--- src/rtl/core/esc_pkg.sv ---
`default_nettype none

package esc_pkg;

    localparam int unsigned EpochW = 32;
    localparam int unsigned TzW    = 11;
    localparam int unsigned DaysW  = 15;
    localparam int unsigned SodW   = 17;
    localparam int unsigned YdayW  = 9;

    localparam logic [SodW-1:0]   SECS_PER_DAY = 17'd86400;
    localparam logic [SodW-1:0]   SECS_PER_MIN = 17'd60;
    localparam logic [SodW-1:0]   DAYS_PER_WK  = 17'd7;
    localparam logic [EpochW-1:0] MAX_LOCAL    = 32'd2208988799;
    localparam logic [10:0]       FIRST_YEAR   = 11'd1970;
    localparam logic [6:0]        LAST_YEAR_OFF = 7'd69;  // 2039 - 1970
    localparam logic [DaysW-1:0]  WK_SHIFT     = 15'd3;   // epoch day was a Thursday

    typedef enum logic [2:0] {
        S_IDLE,
        S_LOCAL,
        S_DAY,
        S_MIN,
        S_HOUR,
        S_WEEK,
        S_DATE,
        S_OUT
    } t_state;

    typedef enum logic [1:0] {
        W_IDLE,
        W_YEAR,
        W_MONTH
    } t_walk_phase;

    typedef struct packed {
        logic              start;
        logic [EpochW-1:0] num;
        logic [SodW-1:0]   den;
    } t_div_req;

    typedef struct packed {
        logic              done;
        logic [EpochW-1:0] quo;
        logic [SodW-1:0]   rem;
    } t_div_rsp;

    typedef struct packed {
        logic        done;
        logic [10:0] year;
        logic [3:0]  month;
        logic [4:0]  day_of_month;
    } t_walk_rsp;

    typedef struct packed {
        logic [10:0]      year;
        logic [3:0]       month;
        logic [4:0]       day_of_month;
        logic [2:0]       weekday;
        logic [4:0]       hour;
        logic [5:0]       minute;
        logic [5:0]       second;
        logic [DaysW-1:0] day_count;
        logic [SodW-1:0]  seconds_of_day;
        logic             clamped;
    } t_result;

    // 1970..2039: every fourth year is leap, 2000 included
    function automatic logic is_leap(input logic [6:0] off);
        logic [10:0] y;
        y = FIRST_YEAR + {4'd0, off};
        return (y[1:0] == 2'd0);
    endfunction

    function automatic logic [YdayW-1:0] month_start(input logic leap, input logic [3:0] m);
        logic [YdayW-1:0] s;
        case (m)
            4'd0:    s = 9'd0;
            4'd1:    s = 9'd31;
            4'd2:    s = 9'd59;
            4'd3:    s = 9'd90;
            4'd4:    s = 9'd120;
            4'd5:    s = 9'd151;
            4'd6:    s = 9'd181;
            4'd7:    s = 9'd212;
            4'd8:    s = 9'd243;
            4'd9:    s = 9'd273;
            4'd10:   s = 9'd304;
            4'd11:   s = 9'd334;
            default: s = 9'd0;
        endcase
        if (leap && (m >= 4'd2)) begin
            s = s + 9'd1;
        end
        return s;
    endfunction

endpackage

`default_nettype wire

--- src/rtl/core/esc_in_if.sv ---
`default_nettype none

interface esc_in_if;
    logic        valid;
    logic        ready;
    logic [31:0] epoch_seconds;

    modport source (output valid, output epoch_seconds, input ready);
    modport sink   (input valid, input epoch_seconds, output ready);
endinterface

`default_nettype wire

--- src/rtl/core/esc_out_if.sv ---
`default_nettype none

interface esc_out_if;
    logic        valid;
    logic        ready;
    logic [10:0] year;
    logic [3:0]  month;
    logic [4:0]  day_of_month;
    logic [2:0]  weekday;
    logic [4:0]  hour;
    logic [5:0]  minute;
    logic [5:0]  second;
    logic [14:0] day_count;
    logic [16:0] seconds_of_day;
    logic        clamped;

    modport source (
        output valid, output year, output month, output day_of_month, output weekday,
        output hour, output minute, output second, output day_count,
        output seconds_of_day, output clamped, input ready
    );
    modport sink (
        input valid, input year, input month, input day_of_month, input weekday,
        input hour, input minute, input second, input day_count,
        input seconds_of_day, input clamped, output ready
    );
endinterface

`default_nettype wire

--- src/rtl/core/esc_serdiv.sv ---
`default_nettype none

// Restoring divider, one quotient bit per cycle.
module esc_serdiv (
    input  wire                    i_clk,
    input  wire                    i_rst_n,
    input  wire esc_pkg::t_div_req i_req,
    output esc_pkg::t_div_rsp      o_rsp
);
    import esc_pkg::*;

    logic              r_busy, n_busy;
    logic              r_done, n_done;
    logic [4:0]        r_cnt, n_cnt;
    logic [SodW-1:0]   r_rem, n_rem;
    logic [EpochW-1:0] r_quo, n_quo;
    logic [SodW-1:0]   r_den, n_den;

    logic [SodW:0] trial;
    logic [SodW:0] diff;
    logic          ge;

    always_comb begin
        trial  = {r_rem, r_quo[EpochW-1]};
        ge     = (trial >= {1'b0, r_den});
        diff   = trial - {1'b0, r_den};
        n_busy = r_busy;
        n_done = 1'b0;
        n_cnt  = r_cnt;
        n_rem  = r_rem;
        n_quo  = r_quo;
        n_den  = r_den;
        if (i_req.start) begin
            n_busy = 1'b1;
            n_cnt  = 5'd0;
            n_rem  = '0;
            n_quo  = i_req.num;
            n_den  = i_req.den;
        end else if (r_busy) begin
            n_rem = ge ? diff[SodW-1:0] : trial[SodW-1:0];
            n_quo = {r_quo[EpochW-2:0], ge};
            n_cnt = r_cnt + 5'd1;
            if (r_cnt == 5'd31) begin
                n_busy = 1'b0;
                n_done = 1'b1;
            end
        end
    end

    always_ff @(posedge i_clk) begin
        if (!i_rst_n) begin
            r_busy <= 1'b0;
            r_done <= 1'b0;
            r_cnt  <= '0;
        end else begin
            r_busy <= n_busy;
            r_done <= n_done;
            r_cnt  <= n_cnt;
        end
        r_rem <= n_rem;
        r_quo <= n_quo;
        r_den <= n_den;
    end

    assign o_rsp.done = r_done;
    assign o_rsp.quo  = r_quo;
    assign o_rsp.rem  = r_rem;

endmodule

`default_nettype wire

--- src/rtl/core/esc_datewalk.sv ---
`default_nettype none

// Steps through year starts one year a cycle, then month starts downwards.
module esc_datewalk (
    input  wire                        i_clk,
    input  wire                        i_rst_n,
    input  wire                        i_start,
    input  wire  [esc_pkg::DaysW-1:0]  i_days,
    output esc_pkg::t_walk_rsp         o_rsp
);
    import esc_pkg::*;

    t_walk_phase      r_phase, n_phase;
    logic [DaysW-1:0] r_days, n_days;
    logic [DaysW-1:0] r_start, n_start;
    logic [6:0]       r_off, n_off;
    logic [YdayW-1:0] r_yday, n_yday;
    logic [3:0]       r_m, n_m;
    logic             r_leap, n_leap;
    t_walk_rsp        r_rsp, n_rsp;

    logic             leap_now;
    logic [DaysW:0]   year_end;
    logic [YdayW-1:0] ms;

    always_comb begin
        leap_now = is_leap(r_off);
        year_end = {1'b0, r_start} + (leap_now ? 16'd366 : 16'd365);
        ms       = month_start(r_leap, r_m);
        n_phase  = r_phase;
        n_days   = r_days;
        n_start  = r_start;
        n_off    = r_off;
        n_yday   = r_yday;
        n_m      = r_m;
        n_leap   = r_leap;
        n_rsp    = r_rsp;
        n_rsp.done = 1'b0;
        case (r_phase)
            W_IDLE: begin
                if (i_start) begin
                    n_phase = W_YEAR;
                    n_days  = i_days;
                    n_start = '0;
                    n_off   = '0;
                end
            end
            W_YEAR: begin
                if ((r_off >= LAST_YEAR_OFF) || ({1'b0, r_days} < year_end)) begin
                    n_yday  = YdayW'(r_days - r_start);
                    n_leap  = leap_now;
                    n_m     = 4'd11;
                    n_phase = W_MONTH;
                end else begin
                    n_start = year_end[DaysW-1:0];
                    n_off   = r_off + 7'd1;
                end
            end
            W_MONTH: begin
                if ((r_m != 4'd0) && (ms > r_yday)) begin
                    n_m = r_m - 4'd1;
                end else begin
                    n_rsp.done         = 1'b1;
                    n_rsp.year         = FIRST_YEAR + {4'd0, r_off};
                    n_rsp.month        = r_m + 4'd1;
                    n_rsp.day_of_month = 5'(r_yday - ms + 9'd1);
                    n_phase            = W_IDLE;
                end
            end
            default: n_phase = W_IDLE;
        endcase
    end

    always_ff @(posedge i_clk) begin
        if (!i_rst_n) begin
            r_phase    <= W_IDLE;
            r_rsp.done <= 1'b0;
        end else begin
            r_phase    <= n_phase;
            r_rsp.done <= n_rsp.done;
        end
        r_days              <= n_days;
        r_start             <= n_start;
        r_off               <= n_off;
        r_yday              <= n_yday;
        r_m                 <= n_m;
        r_leap              <= n_leap;
        r_rsp.year          <= n_rsp.year;
        r_rsp.month         <= n_rsp.month;
        r_rsp.day_of_month  <= n_rsp.day_of_month;
    end

    assign o_rsp = r_rsp;

endmodule

`default_nettype wire

--- src/rtl/core/epoch_seconds_to_calendar.sv ---
`default_nettype none

// Steps: the zone shift and clamp, four 32-bit divider passes, the year/month walk
//   (one year a cycle, then one month a cycle), then the load of the output.
// Items are worked on one at a time, through the shared bit-serial divider and the
//   year/month walk.
// A new item is taken while a result waits.
// Reset: synchronous, active low; clears the sequencer, result valid and zone offset.
module epoch_seconds_to_calendar (
    input  wire        i_clk,
    input  wire        i_rst_n,
    input  wire        i_cfg_we,
    input  wire [10:0] i_cfg_data,
    esc_in_if.sink     i_in,
    esc_out_if.source  o_out
);
    import esc_pkg::*;

    // Sequencer and working registers
    t_state             r_state, n_state;
    logic signed [TzW-1:0] r_tz;
    logic [EpochW-1:0]  r_epoch, n_epoch;
    logic [DaysW-1:0]   r_days, n_days;
    logic [SodW-1:0]    r_sod, n_sod;
    logic [5:0]         r_second, n_second;
    logic [5:0]         r_minute, n_minute;
    logic [4:0]         r_hour, n_hour;
    logic [2:0]         r_weekday, n_weekday;
    logic [10:0]        r_year, n_year;
    logic [3:0]         r_month, n_month;
    logic [4:0]         r_mday, n_mday;
    logic               r_clamped, n_clamped;

    // Output stage: holds a finished result while the next item is worked on
    logic               r_out_valid, n_out_valid;
    t_result            r_res, n_res;

    t_div_req           div_req;
    t_div_rsp           div_rsp;
    logic               walk_start;
    t_walk_rsp          walk_rsp;

    // Local seconds: UTC minus 60 * minutes west, 34-bit signed span
    logic signed [33:0] tz_ext;
    logic signed [33:0] local_s;
    logic [EpochW-1:0]  local_t;
    logic               local_clamp;

    esc_serdiv u_div (
        .i_clk   (i_clk),
        .i_rst_n (i_rst_n),
        .i_req   (div_req),
        .o_rsp   (div_rsp)
    );

    esc_datewalk u_walk (
        .i_clk   (i_clk),
        .i_rst_n (i_rst_n),
        .i_start (walk_start),
        .i_days  (r_days),
        .o_rsp   (walk_rsp)
    );

    always_comb begin
        tz_ext  = 34'(r_tz);
        local_s = $signed({2'b00, r_epoch}) - ((tz_ext <<< 6) - (tz_ext <<< 2));
        if (local_s[33]) begin
            local_t     = '0;
            local_clamp = 1'b1;
        end else if (local_s > $signed({2'b00, MAX_LOCAL})) begin
            local_t     = MAX_LOCAL;
            local_clamp = 1'b1;
        end else begin
            local_t     = local_s[EpochW-1:0];
            local_clamp = 1'b0;
        end
    end

    always_comb begin
        n_state     = r_state;
        n_epoch     = r_epoch;
        n_days      = r_days;
        n_sod       = r_sod;
        n_second    = r_second;
        n_minute    = r_minute;
        n_hour      = r_hour;
        n_weekday   = r_weekday;
        n_year      = r_year;
        n_month     = r_month;
        n_mday      = r_mday;
        n_clamped   = r_clamped;
        n_out_valid = r_out_valid;
        n_res       = r_res;
        div_req     = '0;
        walk_start  = 1'b0;

        // result leaves on its transfer
        if (r_out_valid && o_out.ready) begin
            n_out_valid = 1'b0;
        end

        case (r_state)
            S_IDLE: begin
                if (i_in.valid) begin
                    n_epoch = i_in.epoch_seconds;
                    n_state = S_LOCAL;
                end
            end
            S_LOCAL: begin
                // clamp and launch days / seconds-of-day split
                n_clamped     = local_clamp;
                div_req.start = 1'b1;
                div_req.num   = local_t;
                div_req.den   = SECS_PER_DAY;
                n_state       = S_DAY;
            end
            S_DAY: begin
                if (div_rsp.done) begin
                    n_days        = div_rsp.quo[DaysW-1:0];
                    n_sod         = div_rsp.rem;
                    div_req.start = 1'b1;
                    div_req.num   = EpochW'(div_rsp.rem);
                    div_req.den   = SECS_PER_MIN;
                    n_state       = S_MIN;
                end
            end
            S_MIN: begin
                if (div_rsp.done) begin
                    n_second      = div_rsp.rem[5:0];
                    div_req.start = 1'b1;
                    div_req.num   = EpochW'(div_rsp.quo[10:0]);
                    div_req.den   = SECS_PER_MIN;
                    n_state       = S_HOUR;
                end
            end
            S_HOUR: begin
                if (div_rsp.done) begin
                    n_hour        = div_rsp.quo[4:0];
                    n_minute      = div_rsp.rem[5:0];
                    div_req.start = 1'b1;
                    div_req.num   = EpochW'(r_days + WK_SHIFT);
                    div_req.den   = DAYS_PER_WK;
                    n_state       = S_WEEK;
                end
            end
            S_WEEK: begin
                if (div_rsp.done) begin
                    n_weekday  = div_rsp.rem[2:0] + 3'd1;
                    walk_start = 1'b1;
                    n_state    = S_DATE;
                end
            end
            S_DATE: begin
                // date kept aside: the output stage may still hold the last result
                if (walk_rsp.done) begin
                    n_year  = walk_rsp.year;
                    n_month = walk_rsp.month;
                    n_mday  = walk_rsp.day_of_month;
                    n_state = S_OUT;
                end
            end
            S_OUT: begin
                // wait for the output stage to free up
                if (!n_out_valid) begin
                    n_res.year           = r_year;
                    n_res.month          = r_month;
                    n_res.day_of_month   = r_mday;
                    n_res.weekday        = r_weekday;
                    n_res.hour           = r_hour;
                    n_res.minute         = r_minute;
                    n_res.second         = r_second;
                    n_res.day_count      = r_days;
                    n_res.seconds_of_day = r_sod;
                    n_res.clamped        = r_clamped;
                    n_out_valid          = 1'b1;
                    n_state              = S_IDLE;
                end
            end
            default: n_state = S_IDLE;
        endcase
    end

    always_ff @(posedge i_clk) begin
        if (!i_rst_n) begin
            r_state     <= S_IDLE;
            r_out_valid <= 1'b0;
            r_tz        <= '0;
        end else begin
            r_state     <= n_state;
            r_out_valid <= n_out_valid;
            if (i_cfg_we) begin
                r_tz <= i_cfg_data;
            end
        end
        r_epoch   <= n_epoch;
        r_days    <= n_days;
        r_sod     <= n_sod;
        r_second  <= n_second;
        r_minute  <= n_minute;
        r_hour    <= n_hour;
        r_weekday <= n_weekday;
        r_year    <= n_year;
        r_month   <= n_month;
        r_mday    <= n_mday;
        r_clamped <= n_clamped;
        r_res     <= n_res;
    end

    assign i_in.ready             = (r_state == S_IDLE);
    assign o_out.valid            = r_out_valid;
    assign o_out.year             = r_res.year;
    assign o_out.month            = r_res.month;
    assign o_out.day_of_month     = r_res.day_of_month;
    assign o_out.weekday          = r_res.weekday;
    assign o_out.hour             = r_res.hour;
    assign o_out.minute           = r_res.minute;
    assign o_out.second           = r_res.second;
    assign o_out.day_count        = r_res.day_count;
    assign o_out.seconds_of_day   = r_res.seconds_of_day;
    assign o_out.clamped          = r_res.clamped;

endmodule

`default_nettype wire

--- src/flat_wrapper.sv ---
// flat-port wrapper written by rule: the top's interface ports become plain ports
module epoch_seconds_to_calendar_flat import esc_pkg::*;
  (i_clk, i_rst_n, i_cfg_we, i_cfg_data, i_in_valid, i_in_epoch_seconds, i_in_ready, o_out_valid, o_out_year, o_out_month, o_out_day_of_month, o_out_weekday, o_out_hour, o_out_minute, o_out_second, o_out_day_count, o_out_seconds_of_day, o_out_clamped, o_out_ready);
  esc_in_if i_in_i ();
  esc_out_if o_out_i ();
  input  wire i_clk;
  input  wire i_rst_n;
  input  wire i_cfg_we;
  input  wire [10:0] i_cfg_data;
  input wire logic [$bits(i_in_i.valid)-1:0] i_in_valid;
  input wire logic [$bits(i_in_i.epoch_seconds)-1:0] i_in_epoch_seconds;
  output wire logic [$bits(i_in_i.ready)-1:0] i_in_ready;
  output wire logic [$bits(o_out_i.valid)-1:0] o_out_valid;
  output wire logic [$bits(o_out_i.year)-1:0] o_out_year;
  output wire logic [$bits(o_out_i.month)-1:0] o_out_month;
  output wire logic [$bits(o_out_i.day_of_month)-1:0] o_out_day_of_month;
  output wire logic [$bits(o_out_i.weekday)-1:0] o_out_weekday;
  output wire logic [$bits(o_out_i.hour)-1:0] o_out_hour;
  output wire logic [$bits(o_out_i.minute)-1:0] o_out_minute;
  output wire logic [$bits(o_out_i.second)-1:0] o_out_second;
  output wire logic [$bits(o_out_i.day_count)-1:0] o_out_day_count;
  output wire logic [$bits(o_out_i.seconds_of_day)-1:0] o_out_seconds_of_day;
  output wire logic [$bits(o_out_i.clamped)-1:0] o_out_clamped;
  input wire logic [$bits(o_out_i.ready)-1:0] o_out_ready;
  assign i_in_i.valid = i_in_valid;
  assign i_in_i.epoch_seconds = i_in_epoch_seconds;
  assign i_in_ready = i_in_i.ready;
  assign o_out_valid = o_out_i.valid;
  assign o_out_year = o_out_i.year;
  assign o_out_month = o_out_i.month;
  assign o_out_day_of_month = o_out_i.day_of_month;
  assign o_out_weekday = o_out_i.weekday;
  assign o_out_hour = o_out_i.hour;
  assign o_out_minute = o_out_i.minute;
  assign o_out_second = o_out_i.second;
  assign o_out_day_count = o_out_i.day_count;
  assign o_out_seconds_of_day = o_out_i.seconds_of_day;
  assign o_out_clamped = o_out_i.clamped;
  assign o_out_i.ready = o_out_ready;
  epoch_seconds_to_calendar u_core (.i_clk(i_clk), .i_rst_n(i_rst_n), .i_cfg_we(i_cfg_we), .i_cfg_data(i_cfg_data), .i_in(i_in_i), .o_out(o_out_i));
endmodule
--- config.mk ---
export PLATFORM = sky130hd
export DESIGN_NAME = epoch_seconds_to_calendar_flat
export DESIGN_NICKNAME = d
export VERILOG_FILES = /design/src/rtl/core/esc_pkg.sv /design/src/rtl/core/esc_in_if.sv /design/src/rtl/core/esc_out_if.sv /design/src/rtl/core/esc_serdiv.sv /design/src/rtl/core/esc_datewalk.sv /design/src/rtl/core/epoch_seconds_to_calendar.sv /design/src/flat_wrapper.sv
export SDC_FILE = /design/constraint.sdc
export NUM_CORES = 1
export LEC_CHECK = 0
export BUFFER_PORTS_ARGS = -buffer_cell sky130_fd_sc_hd__buf_2
export CAP_MARGIN = 20
export CELL_PAD_IN_SITES_DETAIL_PLACEMENT = 0
export CELL_PAD_IN_SITES_GLOBAL_PLACEMENT = 1
export CORE_MARGIN = 10
export CORE_UTILIZATION = 48
export CTS_BUF_LIST = sky130_fd_sc_hd__clkbuf_8
export CTS_CLUSTER_DIAMETER = 200
export DETAILED_ROUTE_END_ITERATION = 7
export PLACE_DENSITY_LB_ADDON = 0.1
export SYNTH_ARGS = -nofsm -noshare
export SYNTH_HDL_FRONTEND = slang
export SYNTH_SLANG_ARGS = --single-unit
--- constraint.sdc ---
create_clock -name i_clk -period 7.1 [get_ports i_clk]
set_input_delay 0.355 -clock i_clk [delete_from_list [all_inputs] [get_ports i_clk]]
set_output_delay 0.355 -clock i_clk [all_outputs]
set_load 0.01 [all_outputs]
### Word level (Yosys, flattened, before mapping)

Memories as Yosys holds them, arrays and structs flattened. A register that Yosys moved wholly into a read port is not among the register bits.
Cells that the tools add are included.

| cells by class | value |
|---|---|
| $add $sub $neg | 15 |
| $lt $le $gt $ge | 6 |
| eq/ne operators | 23 |
| muxes and demuxes | 43 |
| bitwise gates (word level) | 4 |
| reductions and logical operators | 29 |

Operators with widths:

| kind | number |
|---|---|
| 50-bit one-hot mux with 4 select lines | 1 |
| 50-bit 2-to-1 mux | 3 |
| 32-bit 2-to-1 mux | 4 |
| 34-bit by 33-bit greater-than comparator with 1-bit output, second input constant | 1 |
| 33-bit by 34-bit subtractor with 34-bit output | 1 |
| 15-bit 2-to-1 mux | 2 |
| 15-bit one-hot mux with 2 select lines | 1 |
| 2-bit inequality test, second input constant | 12 |
| 3-bit one-hot mux with 8 select lines | 1 |
| 2-bit AND reduction | 12 |
| 21-bit 2-to-1 mux | 1 |
| 3-bit 2-to-1 mux | 7 |
| 18-bit by 17-bit >= comparator with 1-bit output | 1 |
| 17-bit by 13-bit subtractor with 18-bit output | 1 |
| 17-bit 2-to-1 mux | 1 |
| 17-bit subtractor | 1 |
| 15-bit by 2-bit adder with 16-bit output, second input constant | 1 |
| 15-bit by 9-bit adder with 16-bit output | 1 |
| 15-bit by 16-bit < comparator with 1-bit output | 1 |
| 7-bit 2-to-1 mux | 2 |
| 7-bit one-hot mux with 2 select lines | 1 |
| 3-bit equality test, second input constant | 4 |
| 4-bit 2-to-1 mux | 3 |
| 5-bit by 1-bit adder with 5-bit output, second input constant | 2 |
| 33 further kinds | 55 |

| storage, ports and cells | value |
|---|---|
| flip-flop bits (word level) | 340 |
| bits in read-only memories | 144 |
| input port bits | 48 |
| output and inout bits | 75 |
| word-level logic and storage cells | 163 |
| memories | 1 |

Memories:

| memory | words | width | read ports | clocked after memory_dff | write ports | line | source |
|---|---|---|---|---|---|---|---|
| (no name shown) | 16 | 9 | 1 | 1 | 0 | esc_pkg.sv:77 | `case (m)` |

### Depth between registers and ports, before layout

Gate-level depths: netlist of the first run.

| logic depth | value |
|---|---|
| word-level depth | 9 |
| depth in mapped cells | 24 |
| mapped depth without buffers | 24 |

### By module

A second synthesis of the first run with hierarchy kept.

| second synthesis, totals | value |
|---|---|
| cell total of the unflattened synthesis | 1596 |
| area, all modules | 18616.6 µm² |

By module, submodules not included:

| module | instances | cells each | area an instance (µm²) | sequential area each (µm²) |
|---|---|---|---|---|
| epoch_seconds_to_calendar | 1 | 852 | 10114.7 | 5645.4 |
| esc_datewalk | 1 | 413 | 4678.2 | 2312.2 |
| esc_serdiv | 1 | 331 | 3823.7 | 1951.9 |

### Worst setup path after synthesis of the first run

Ideal clock, no wire load.

| path | value |
|---|---|
| path type | register to register |
| from | register u_core.r_tz[5] |
| to | register u_core.u_div.r_quo[8], data pin |
| library setup time | 0.261 ns |
| data arrival time | 5.385 ns |
| setup slack | 1.454 ns |
| stages on the path, launching flop included | 23 |
| path buffers | 1 |
| period minus slack after synthesis | 5.646 ns |
| path through | dfxtp_1 -> inv_1 -> ha_1 -> a21o_1 -> a41o_1 -> a21oi_1 -> a21oi_1 -> or2_2 -> a211oi_1 -> inv_1 -> ha_1 -> clkbuf_1 -> a21o_1 -> a21oi_1 -> nor2b_1 -> o41ai_1 -> inv_1 -> o311ai_1 -> nand4_1 -> a211o_1 -> nand2_2 -> nor3_4 -> a221o_1 |

| on the way | value |
|---|---|
| cells in the longest elaborated chain, start to end | 7 |

Ends and longest elaborated chain:

| element | line | source |
|---|---|---|
| start, declared | epoch_seconds_to_calendar.sv:21 | `logic signed [TzW-1:0] r_tz;` |
| start signal, assigned | epoch_seconds_to_calendar.sv:192 | `r_tz <= i_cfg_data;` |
| 17-bit by 13-bit subtractor with 18-bit output (*) | epoch_seconds_to_calendar.sv:66 | `local_s = $signed({2'b00, r_epoch}) - ((tz_ext <<< 6) - (tz_ext <<< 2));` |
| 33-bit by 34-bit subtractor with 34-bit output (*) | epoch_seconds_to_calendar.sv:66 |  |
| 34-bit by 33-bit greater-than comparator with 1-bit output | epoch_seconds_to_calendar.sv:70 | `end else if (local_s > $signed({2'b00, MAX_LOCAL})) begin` |
| 32-bit 2-to-1 mux | epoch_seconds_to_calendar.sv:70 |  |
| 32-bit 2-to-1 mux (*) | epoch_seconds_to_calendar.sv:67 | `if (local_s[33]) begin` |
| 50-bit one-hot mux with 4 select lines (*) | epoch_seconds_to_calendar.sv:102 | `case (r_state)` |
| 32-bit 2-to-1 mux (*) | esc_serdiv.sv:33 | `if (i_req.start) begin` |
| net u_core.u_div.n_quo[8] | esc_serdiv.sv:16 | `logic [EpochW-1:0] r_quo, n_quo;` |
| end signal, assigned | esc_serdiv.sv:61 | `r_quo <= n_quo;` |
| end, declared | esc_serdiv.sv:16 |  |

The timed path passes the listed nets; every way through them passes the cells marked *.
A chain may end at the register's enable or synchronous reset.

### Final worst setup path of the first run

Same ends and word-level chain as after synthesis.

==> results of run 1 <==
-- through the flow --
step	setup slack (ns)	hold WS [ns]
3_3_place_gp	1.07	0.401
4_1_cts	0.998	0.0876
6_report	1.02	0.128
3_5_place_dp	0.986	0.405
5_1_grt	0.583	0.130
2_1_floorplan	1.45	0.400
-- kinds of logic (layout without fill, tap and decap cells) --
group | Yosys count | count (layout) | share of synthesized area
compound gates | 343 | 343 | 0.144
xor+xnor | 103 | 103 | 0.0534
fa+ha+maj | 115 | 115 | 0.0878
buf+inv | 131 | 358 | 0.0303
flops | 330 | 330 | 0.556
mux | 22 | 22 | 0.0133
simple gates | 383 | 383 | 0.115
-- worst paths after layout --
| kind | to | from | slack, ns |
|---|---|---|---|
| min | u_core.o_out.valid | o_out_ready | 0.13 |
| max reg2reg | u_core.u_div.r_quo[8] | u_core.r_tz[5] | 1.02 |
| min reg2reg | u_core.o_out.seconds_of_day[16] | u_core.r_sod[16] | 0.41 |
| max | u_core.u_div.r_quo[8] | u_core.r_tz[5] | 1.02 |
-- synthesized netlist by cell type (5+ instances only) --
library cell	count
o2bb2ai_1	6
a22o_1	9
a211oi_1	22
nor4_1	8
nor3_1	18
nand2b_1	20
nor2_1	109
a21boi_0	5
a21oi_1	74
xor2_1	40
a221oi_1	8
o211ai_1	11
and2_1	13
nand3_1	32
o21a_1	16
or2_2	10
a31oi_1	14
clkbuf_1	41
nor3b_1	6
a21o_1	45
inv_1	80
or3_1	11
fa_1	6
nand4_1	14
mux2i_1	18
ha_1	109
nor2b_1	30
a211o_1	8
edfxtp_1	279
xnor2_1	63
dfxtp_1	51
o21bai_1	5
nand2_1	76
a221o_1	11
o21ai_0	48
and3_1	15
-- worst min-delay path, delay by kind of cell --
| family | cells | cell delay, ns |
|---|---|---|
| AND/OR/NAND/NOR | 1 | 0.16 |
| AO/OA/AOI/OAI | 1 | 0.10 |
| buffers and inverters | 1 | 0.08 |
-- power by group --
| group | switching (W) | leakage [nW] | internal [W] | total, W |
|---|---|---|---|---|
| Sequential | 0.000221 | 2.95 | 0.00243 | 0.00265 |
| Combinational | 0.00139 | 4.19 | 0.000931 | 0.00232 |
| Clock | 0.000770 | 0.653 | 0.000940 | 0.00171 |
| Total | 0.00238 | 7.79 | 0.00430 | 0.00668 |
-- state kept, by name (all words and copies together), names as in the netlist, 7 cells and up, named ones only --
signal and count:
u_core.u_walk.o_rsp 19, u_core.u_walk.r_off 7, u_core.r_days 15, u_core.r_year 9, u_core.u_walk.r_days 15, u_core.r_tz 11, u_core.o_out.year 9, u_core.u_walk.r_yday 9
u_core.u_walk.r_start 15, u_core.u_div.r_quo 32, u_core.o_out.day_count 15, u_core.r_epoch 32, u_core.u_div.r_rem 17, u_core.r_sod 17, u_core.o_out.seconds_of_day 17
-- metal layers --
| metal | up-vias | track usage | routed length, µm |
|---|---|---|---|
| li1 | 5706 | - | - |
| met1 | 5425 | 0.228 | 17400 |
| met2 | 297 | 0.284 | 18100 |
| met3 | 61 | 0.0430 | 2270 |
| met4 | 0 | 0.0531 | 816 |
| met5 | - | 0 | 0 |
-- area by class of cell --
cell class | count | area share
clock buffers | 58 | 0.0409
well taps | 455 | 0.0292
inverters | 81 | 0.0156
multi-input cells | 966 | 0.359
clock inverters | 44 | 0.0165
repair buffers | 175 | 0.0572
flip-flops and latches | 330 | 0.481
==> summary.md, run 1 <==
| Metric | Value |
|---|---|
| Arrival @ worst endpoint | `between 6 and 7 ns` |
| Diode insertion count for antenna repair | `0` |
| Vertical extent of the die | `roughly 210 µm` |
| Ratio of final minimum period to clock period | `0.856` |
| Source-to-sink clock delay at the later pin of the worst-skew pair | `between 0.6 and 0.7 ns` |
| Setup repair after global routing missed its margin | `no` |
| Pwr per Cell Area | `~340 nW/µm²` |
| Proportion of synthesized flip-flops having asynchronous set or reset | `0` |
| Max Buffers Root-to-Sink | `3` |
| Number of H-tree levels | `2` |
| Cell with the most instances on the worst path | `a21o_1` |
| Antenna violations before repair | `0` |
| Total clock buffers created by CTS | `54` |
| Cell count along the critical path | `20` |
| # resized after CTS | `0` |
| Count of placed standard cells in the final layout, fillers left out | `between 2,000 and 2,500` |
| I/O pin count | `around 120` |
| Initial standard-cell utilization of the core | `0.488` |
| Sequential cell area | `between 9000 and 10,000 µm²` |
| Vias per std cell | `5.45` |
| CTS tree | `yes` |
| Number of setup buffers added after CTS | `0` |
| Post-synthesis instance area | `between 15,000 and 20,000 µm²` |
| Post-synth top area cell | `edfxtp_1` |
| Maximum number of pins on one net before global-route repair | `between 50 and 60` |
| Root buffer cell | `clkbuf_8` |
| Type of the most critical hold path | `in -> reg` |
| Largest cells by area after synthesis | `edfxtp_1 (50%), ha_1 (8.1%), dfxtp_1 (6.0%)` |
| Clk sinks | `330` |
| TNS Setup | `0 ns` |
| Placed Cells | `1,964` |
| Remaining design rule violation count | `0` |
| Fill cell count | `between 2,000 and 3,000` |
| Via count of the first global-routing pass | `around 12,000` |
| Max-capacitance violation count | `0` |
| First-pass GRT wire length | `~62,000 µm` |
| Post-layout power | `approximately 0.0067 W` |
| Drt first-iter violations | `between 800 and 900` |
| Most common cell after layout, fill and taps aside | `edfxtp_1` |
| Die Outline Area | `43,100 µm²` |
| Chain of cells forming the critical path | `inv_1 -> ha_1 -> a21o_1 -> a41o_1 -> a21oi_1 -> a21oi_1 -> or2_2 -> a211oi_1 -> buf_4 -> inv_1 -> ha_1 -> a21o_1 -> a211oi_1 -> o21ai_0 -> a21o_1 -> a221o_1 -> a41oi_1 -> xor2_1 -> nor3_4 -> a221o_1` |
| Fin nets | `roughly 1,800` |
| WP buf/inv | `3` |
| Slew at the pin closest to its max-slew limit | `between 1 and 1.5 ns` |
| Kind of capture point of the worst setup path | `register` |
| Crit-path max cell delay | `~0.59 ns` |
| Wire length reported by the detailed router | `roughly 39,000 µm` |
| Final hold violation count | `0` |
| Crit Path Class | `reg -> reg` |
| Maximum operating frequency | `165 MHz` |
| Max rail drop VDD | `0.194 mV` |
| Status | `completed` |
| Cell with the biggest individual delay on the critical path | `xor2_1` |
| Maximum fanout count along the critical path | `17` |
| GRT Resource Usage Total | `0.176` |
| Final core utilization | `0.564` |
| Number of enable-type register cells in the synthesized netlist | `roughly 280` |
| Count of standard-cell rows | `~70` |
| Post-synthesis net count | `1,590` |
| Remaining antenna violation count after routing | `0` |
| Total of endpoints with negative setup slack in the final report | `0` |
| Cell variety after synth | `86` |
| Dpl hpwl | `28,000 µm` |
| Cell leakage power | `7.79 nW` |
| Data required time of the worst path | `approximately 7.5 ns` |
| Area share of the largest cell type after synthesis | `0.496` |
| Footprint of the multi-input gates | `7020 µm²` |
| Total number of vias | `around 11,000` |
| Kind of launch point of the worst setup path | `register` |
| Ratio of cells with drive above 1 in the final layout | `0.147` |
| Count of input and output buffers | `approximately 120` |
| Count of mapped cells out of synthesis | `about 1,400` |
| Area post-placement | `around 18,000 µm²` |
| Post-route minimum period | `roughly 6.1 ns` |
| Post-synth top flop | `edfxtp_1` |
| Post-detailed-route wirelength per cell | `roughly 18 µm` |
| DIE WIDTH | `208 µm` |
| Leftover overflow at the end of global routing | `0` |
| Post-route design area | `just under 20,000 µm²` |
| Worst hold path stage count | `3` |
| Yosys warnings | `0` |
| Area growth from synthesis to final layout | `15.6%` |
| Global placement routability congestion | `~0.85` |
| Tightest slew margin relative to the limit | `0.331` |
| Mean instance size in the synthesized netlist | `11.8 µm²` |
| Register bit count reported by yosys | `between 300 and 400` |
| Max-slew violations | `0` |
| Hold buffer count at cts | `43` |
| Commonest cells after routing, fill and taps aside | `edfxtp_1 (279), buf_2 (122), ha_1 (109)` |
| Clock transition at path regs | `roughly 0.07 ns` |
| Maximum clock skew at final layout | `0.0502 ns` |
| Proportion of synthesized chip area in sequential cells | `0.556` |
| Top cell family by delay on the critical path | `compound AO/OA/AOI/OAI gates` |
| Length in cells of the worst reg-to-reg path | `20` |
| Core box area | `34,600 µm²` |
| 1st-pass router iterations | `5` |
Note: power is estimated with default switching activity, not from simulation.
==> run 2, diff against run 1 <==
--- a/config.mk
+++ b/config.mk
@@ -5,16 +5,18 @@
 export SDC_FILE = /design/constraint.sdc
 export NUM_CORES = 1
 export LEC_CHECK = 0
+export ABC_AREA = 0
 export BUFFER_PORTS_ARGS = -buffer_cell sky130_fd_sc_hd__buf_2
 export CAP_MARGIN = 20
 export CELL_PAD_IN_SITES_DETAIL_PLACEMENT = 0
 export CELL_PAD_IN_SITES_GLOBAL_PLACEMENT = 1
 export CORE_MARGIN = 10
 export CORE_UTILIZATION = 48
-export CTS_BUF_LIST = sky130_fd_sc_hd__clkbuf_8
+export CTS_BUF_LIST = sky130_fd_sc_hd__clkbuf_2
 export CTS_CLUSTER_DIAMETER = 200
 export DETAILED_ROUTE_END_ITERATION = 7
 export PLACE_DENSITY_LB_ADDON = 0.1
 export SYNTH_ARGS = -nofsm -noshare
 export SYNTH_HDL_FRONTEND = slang
+export SYNTH_HIERARCHICAL = 1
 export SYNTH_SLANG_ARGS = --single-unit
==> summary.md, run 2 <==
| Metric | Value |
|---|---|
| Status | `completed (unchanged)` |
| Maximum clock skew at final layout | `0.0965 ns (was 0.0502 ns)` |
| Cell types with the highest counts after synthesis | `edfxtp_1 (296), inv_1 (150), nor2_1 (113) (was edfxtp_1 (279), ha_1 (109), nor2_1 (109))` |
| Area share of the largest cell type after synthesis | `0.477 (was 0.496)` |
| Total of endpoints with negative setup slack in the final report | `0 (unchanged)` |
| Final hold violation count | `0 (unchanged)` |
| Max rail drop VDD | `0.189 mV (was 0.194 mV)` |
| Count of standard-cell rows | `72 (was 68)` |
| Kind of launch point of the worst setup path | `register (unchanged)` |
| Vias per std cell | `5.28 (was 5.45)` |
| Met1 track demand over resource in global routing | `0.241 (was 0.228)` |
| Cell variety after synth | `96 (was 86)` |
| Core box area | `38,500 µm² (was 34,600 µm²)` |
| I/O pin count | `123 (unchanged)` |
| Post-synth top area cell | `edfxtp_1 (unchanged)` |
| Arrival @ worst endpoint | `6.28 ns (was 6.48 ns)` |
| Source-to-sink clock delay at the later pin of the worst-skew pair | `1.02 ns (was 0.65 ns)` |
| 1st-pass router iterations | `7 (was 5)` |
| Root buffer cell | `clkbuf_2 (was clkbuf_8)` |
| Kind of capture point of the worst setup path | `register (unchanged)` |
| Post-synthesis adder-cell area fraction | `0.0890 (was 0.0878)` |
| Vertical extent of the die | `217 µm (was 208 µm)` |
| Gate power share | `0.245 (was 0.347)` |
| Global placement routability congestion | `0.875 (was 0.845)` |
| Placed Cells | `2,194 (was 1,964)` |
| Most numerous cell in the Yosys netlist | `edfxtp_1 (unchanged)` |
| Area growth from synthesis to final layout | `15.4% (was 15.6%)` |
| Basic-gate share of the synthesized area counting and, or, nand and nor cells | `0.113 (was 0.115)` |
| Drt first-iter violations | `873 (was 878)` |
| Ratio of cells with drive above 1 in the final layout | `0.196 (was 0.147)` |
| Clk sinks | `347 (was 330)` |
| Leftover overflow at the end of global routing | `0 (unchanged)` |
| Count of placed standard cells in the final layout, fillers left out | `2,456 (was 2,109)` |
| Ratio of final minimum period to clock period | `0.760 (was 0.856)` |
| Multiplexer share of the synthesized area | `0.0416 (was 0.0133)` |
| Tightest slew margin relative to the limit | `0.353 (was 0.331)` |
| Switching part of the total | `0.334 (was 0.356)` |
| Antenna violations before repair | `1 (was 0)` |
| Count of input and output buffers | `122 (unchanged)` |
| Total number of vias | `13,000 (was 11,500)` |
| Area fraction in compound gates after synthesis | `0.130 (was 0.144)` |
| GRT Resource Usage Total | `0.189 (was 0.176)` |
| Net switching component of the power | `0.00169 W (was 0.00238 W)` |
| M2 GR Usage | `0.316 (was 0.284)` |
| Footprint of the multi-input gates | `7870 µm² (was 7020 µm²)` |
| Proportion of synthesized chip area in sequential cells | `0.532 (was 0.556)` |
| Pwr per Cell Area | `236 nW/µm² (was 342 nW/µm²)` |
| Hold buffer count at cts | `93 (was 43)` |
| Number of H-tree levels | `3 (was 2)` |
| Via count of the first global-routing pass | `13,300 (was 11,500)` |
| Total clock buffers created by CTS | `91 (was 54)` |
| Fraction of met3 tracks used by global routing | `0.0408 (was 0.0430)` |
| Max-slew violations | `0 (unchanged)` |
| Setup repair after global routing missed its margin | `no (unchanged)` |
| Maximum fanout count along the critical path | `10 (was 17)` |
| Proportion of synthesized flip-flops having asynchronous set or reset | `0 (unchanged)` |
| Sequential cell area | `9910 µm² (was 9400 µm²)` |
| Remaining design rule violation count | `0 (unchanged)` |
| Max-capacitance violation count | `0 (unchanged)` |
| Combinational family with the most area after synthesis | `compound AO/OA/AOI/OAI gates (unchanged)` |
| Type of the most critical hold path | `in -> reg (unchanged)` |
| Post-synthesis instance area | `18,600 µm² (was 16,900 µm²)` |
| Dpl hpwl | `31,100 µm (was 28,000 µm)` |
| Number of setup buffers added after CTS | `0 (unchanged)` |
| Fin nets | `2,035 (was 1,771)` |
| Number of enable-type register cells in the synthesized netlist | `296 (was 279)` |
| Wire length reported by the detailed router | `44,300 µm (was 38,600 µm)` |
| Hold Slack | `0.136 ns (was 0.128 ns)` |
| Maximum operating frequency | `185 MHz (was 165 MHz)` |
| Post-synth top flop | `edfxtp_1 (unchanged)` |
| Global route hottest layer | `met2 (unchanged)` |
| Clock network fraction of design power | `0.275 (was 0.256)` |
| Mean instance size in the synthesized netlist | `11.7 µm² (was 11.8 µm²)` |
| DIE WIDTH | `217 µm (was 208 µm)` |
| First-pass GRT wire length | `71,600 µm (was 62,000 µm)` |
| Post-detailed-route wirelength per cell | `18.0 µm (was 18.3 µm)` |
| TNS Setup | `0 ns (unchanged)` |
| Crit Path Class | `reg -> reg (unchanged)` |
| Post-route minimum period | `5.39 ns (was 6.08 ns)` |
| Data required time of the worst path | `7.98 ns (was 7.50 ns)` |
| Slew at the pin closest to its max-slew limit | `0.971 ns (was 1.00 ns)` |
| Die Outline Area | `47,100 µm² (was 43,100 µm²)` |
| Cell leakage power | `8.67 nW (was 7.79 nW)` |
| Register bit count reported by yosys | `347 (was 330)` |
| Commonest cells after routing, fill and taps aside | `edfxtp_1 (296), inv_1 (150), clkbuf_2 (139) (was edfxtp_1 (279), buf_2 (122), ha_1 (109))` |
| Clock transition at path regs | `0.10 ns (was 0.07 ns)` |
| Sequential group share of total power | `0.480 (was 0.397)` |
| Initial standard-cell utilization of the core | `0.484 (was 0.488)` |
| # resized after CTS | `0 (unchanged)` |
| Minimum setup slack among reg-to-reg paths | `1.71 ns (was 1.02 ns)` |
| Count of mapped cells out of synthesis | `1,596 (was 1,427)` |
| Maximum number of pins on one net before global-route repair | `58 (was 52)` |
| Remaining antenna violation count after routing | `0 (unchanged)` |
| Design internal power | `0.00338 W (was 0.00430 W)` |
| Max Buffers Root-to-Sink | `3 (unchanged)` |
| Fill cell count | `3,470 (was 2,964)` |
| Synth Area in XOR/XNOR | `0.0452 (was 0.0534)` |
| Most common cell after layout, fill and taps aside | `edfxtp_1 (unchanged)` |
| CTS tree | `yes (unchanged)` |
| Yosys warnings | `6 (was 0)` |
| Largest cells by area after synthesis | `edfxtp_1 (48%), ha_1 (7.4%), dfxtp_1 (5.5%) (was edfxtp_1 (50%), ha_1 (8.1%), dfxtp_1 (6.0%))` |
==> run 2: cell types whose count changed in the layout (fill, tap and decap cells not counted), moves of 17 or more <==
| cell | previous run | this run |
|---|---|---|
| o21ai_1 | 3 | 20 |
| a21o_1 | 45 | 14 |
| mux2i_1 | 18 | 38 |
| edfxtp_1 | 279 | 296 |
| clkbuf_8 | 58 | 0 |
| mux2_2 | 4 | 34 |
| inv_1 | 100 | 150 |
| dlygate4sd3_1 | 43 | 93 |
| clkbuf_2 | 0 | 139 |
| nand2_1 | 76 | 102 |
==> run 2: layer usage <==
| metal | share of wire | routed length (µm) | vias up |
|---|---|---|---|
| met2 | 0.48 | 21400 | 257 |
| li1 | - | - | 6399 |
| met4 | 0.015 | 647 | 0 |
| met5 | 0 | 0 | - |
| met3 | 0.050 | 2200 | 43 |
| met1 | 0.45 | 20000 | 6261 |
==> run 2: kinds of logic (layout without fill, tap and decap cells) <==
family	count (synthesis)	in the layout
AO/OA/AOI/OAI	326	326
other	1	7
buffers and inverters	210	546
adder cells (fa/ha/maj)	124	124
XOR/XNOR	96	96
flip-flops	347	347
multiplexers	73	73
AND/OR/NAND/NOR	419	419
==> run 2: final timing paths <==
check        depth (start not counted)              startpoint                        endpoint
max reg2reg                         24  u_core/u_walk/r_off[0]                        register
max                                 24  u_core/u_walk/r_off[0]                        register
min reg2reg                          0         u_core/r_sod[4]  u_core/o_out.seconds_of_day[4]
min                                  2   i_in_epoch_seconds[5]               u_core/r_epoch[5]
==> run 2: power by group through the flow <==
stage	sequential (W)	clock, W	combinational (W)
6_report	0.00243	0.00140	0.00124
5_1_grt	0.00245	0.00158	0.00138
4_1_cts	0.00243	0.00147	0.00123
3_3_place_gp	0.00248	0	0.00118
2_1_floorplan	0.00242	0	0.000953
3_5_place_dp	0.00248	0	0.00119
==> run 2: stage by stage <==
step	power (W)	setup WS (ns)	area [µm²]	utilization
after floorplan	0.00337	0.833	18600	-
after global placement	0.00366	1.94	19700	0.512
after detailed placement	0.00367	1.73	19700	0.512
after CTS	0.00514	1.72	21500	0.558
after global routing	0.00541	1.16	21500	0.558
final	0.00507	1.71	21500	0.558
==> run 2: final cells by class <==
type	count	area share
Antenna cell	1	0.000117
Clock buffer	139	0.0324
Clock inverter	28	0.00664
Inverter	150	0.0262
Multi-Input combinational cell	1044	0.366
Sequential cell	347	0.461
Tap cell	518	0.0302
Timing Repair Buffer	229	0.0767
==> run 2: worst max-delay path: stages (launching register included) <==
cell and delay [ns]:
edfxtp_1 0.50, inv_1 0.13, ha_1 0.21, inv_1 0.06, ha_1 0.20, ha_1 0.18
a21oi_1 0.19, nand3_1 0.15, a21oi_1 0.24, a21oi_1 0.13, o21ai_0 0.34, nor3_1 0.13
xnor2_1 0.23, ha_1 0.29, and3_1 0.22, a221o_1 0.33, a41oi_1 0.17, o41a_1 0.26
o31ai_4 0.13, and2_1 0.27, o21ai_1 0.35, inv_1 0.09, ha_1 0.21, nand2b_1 0.14
a22oi_1 0.15
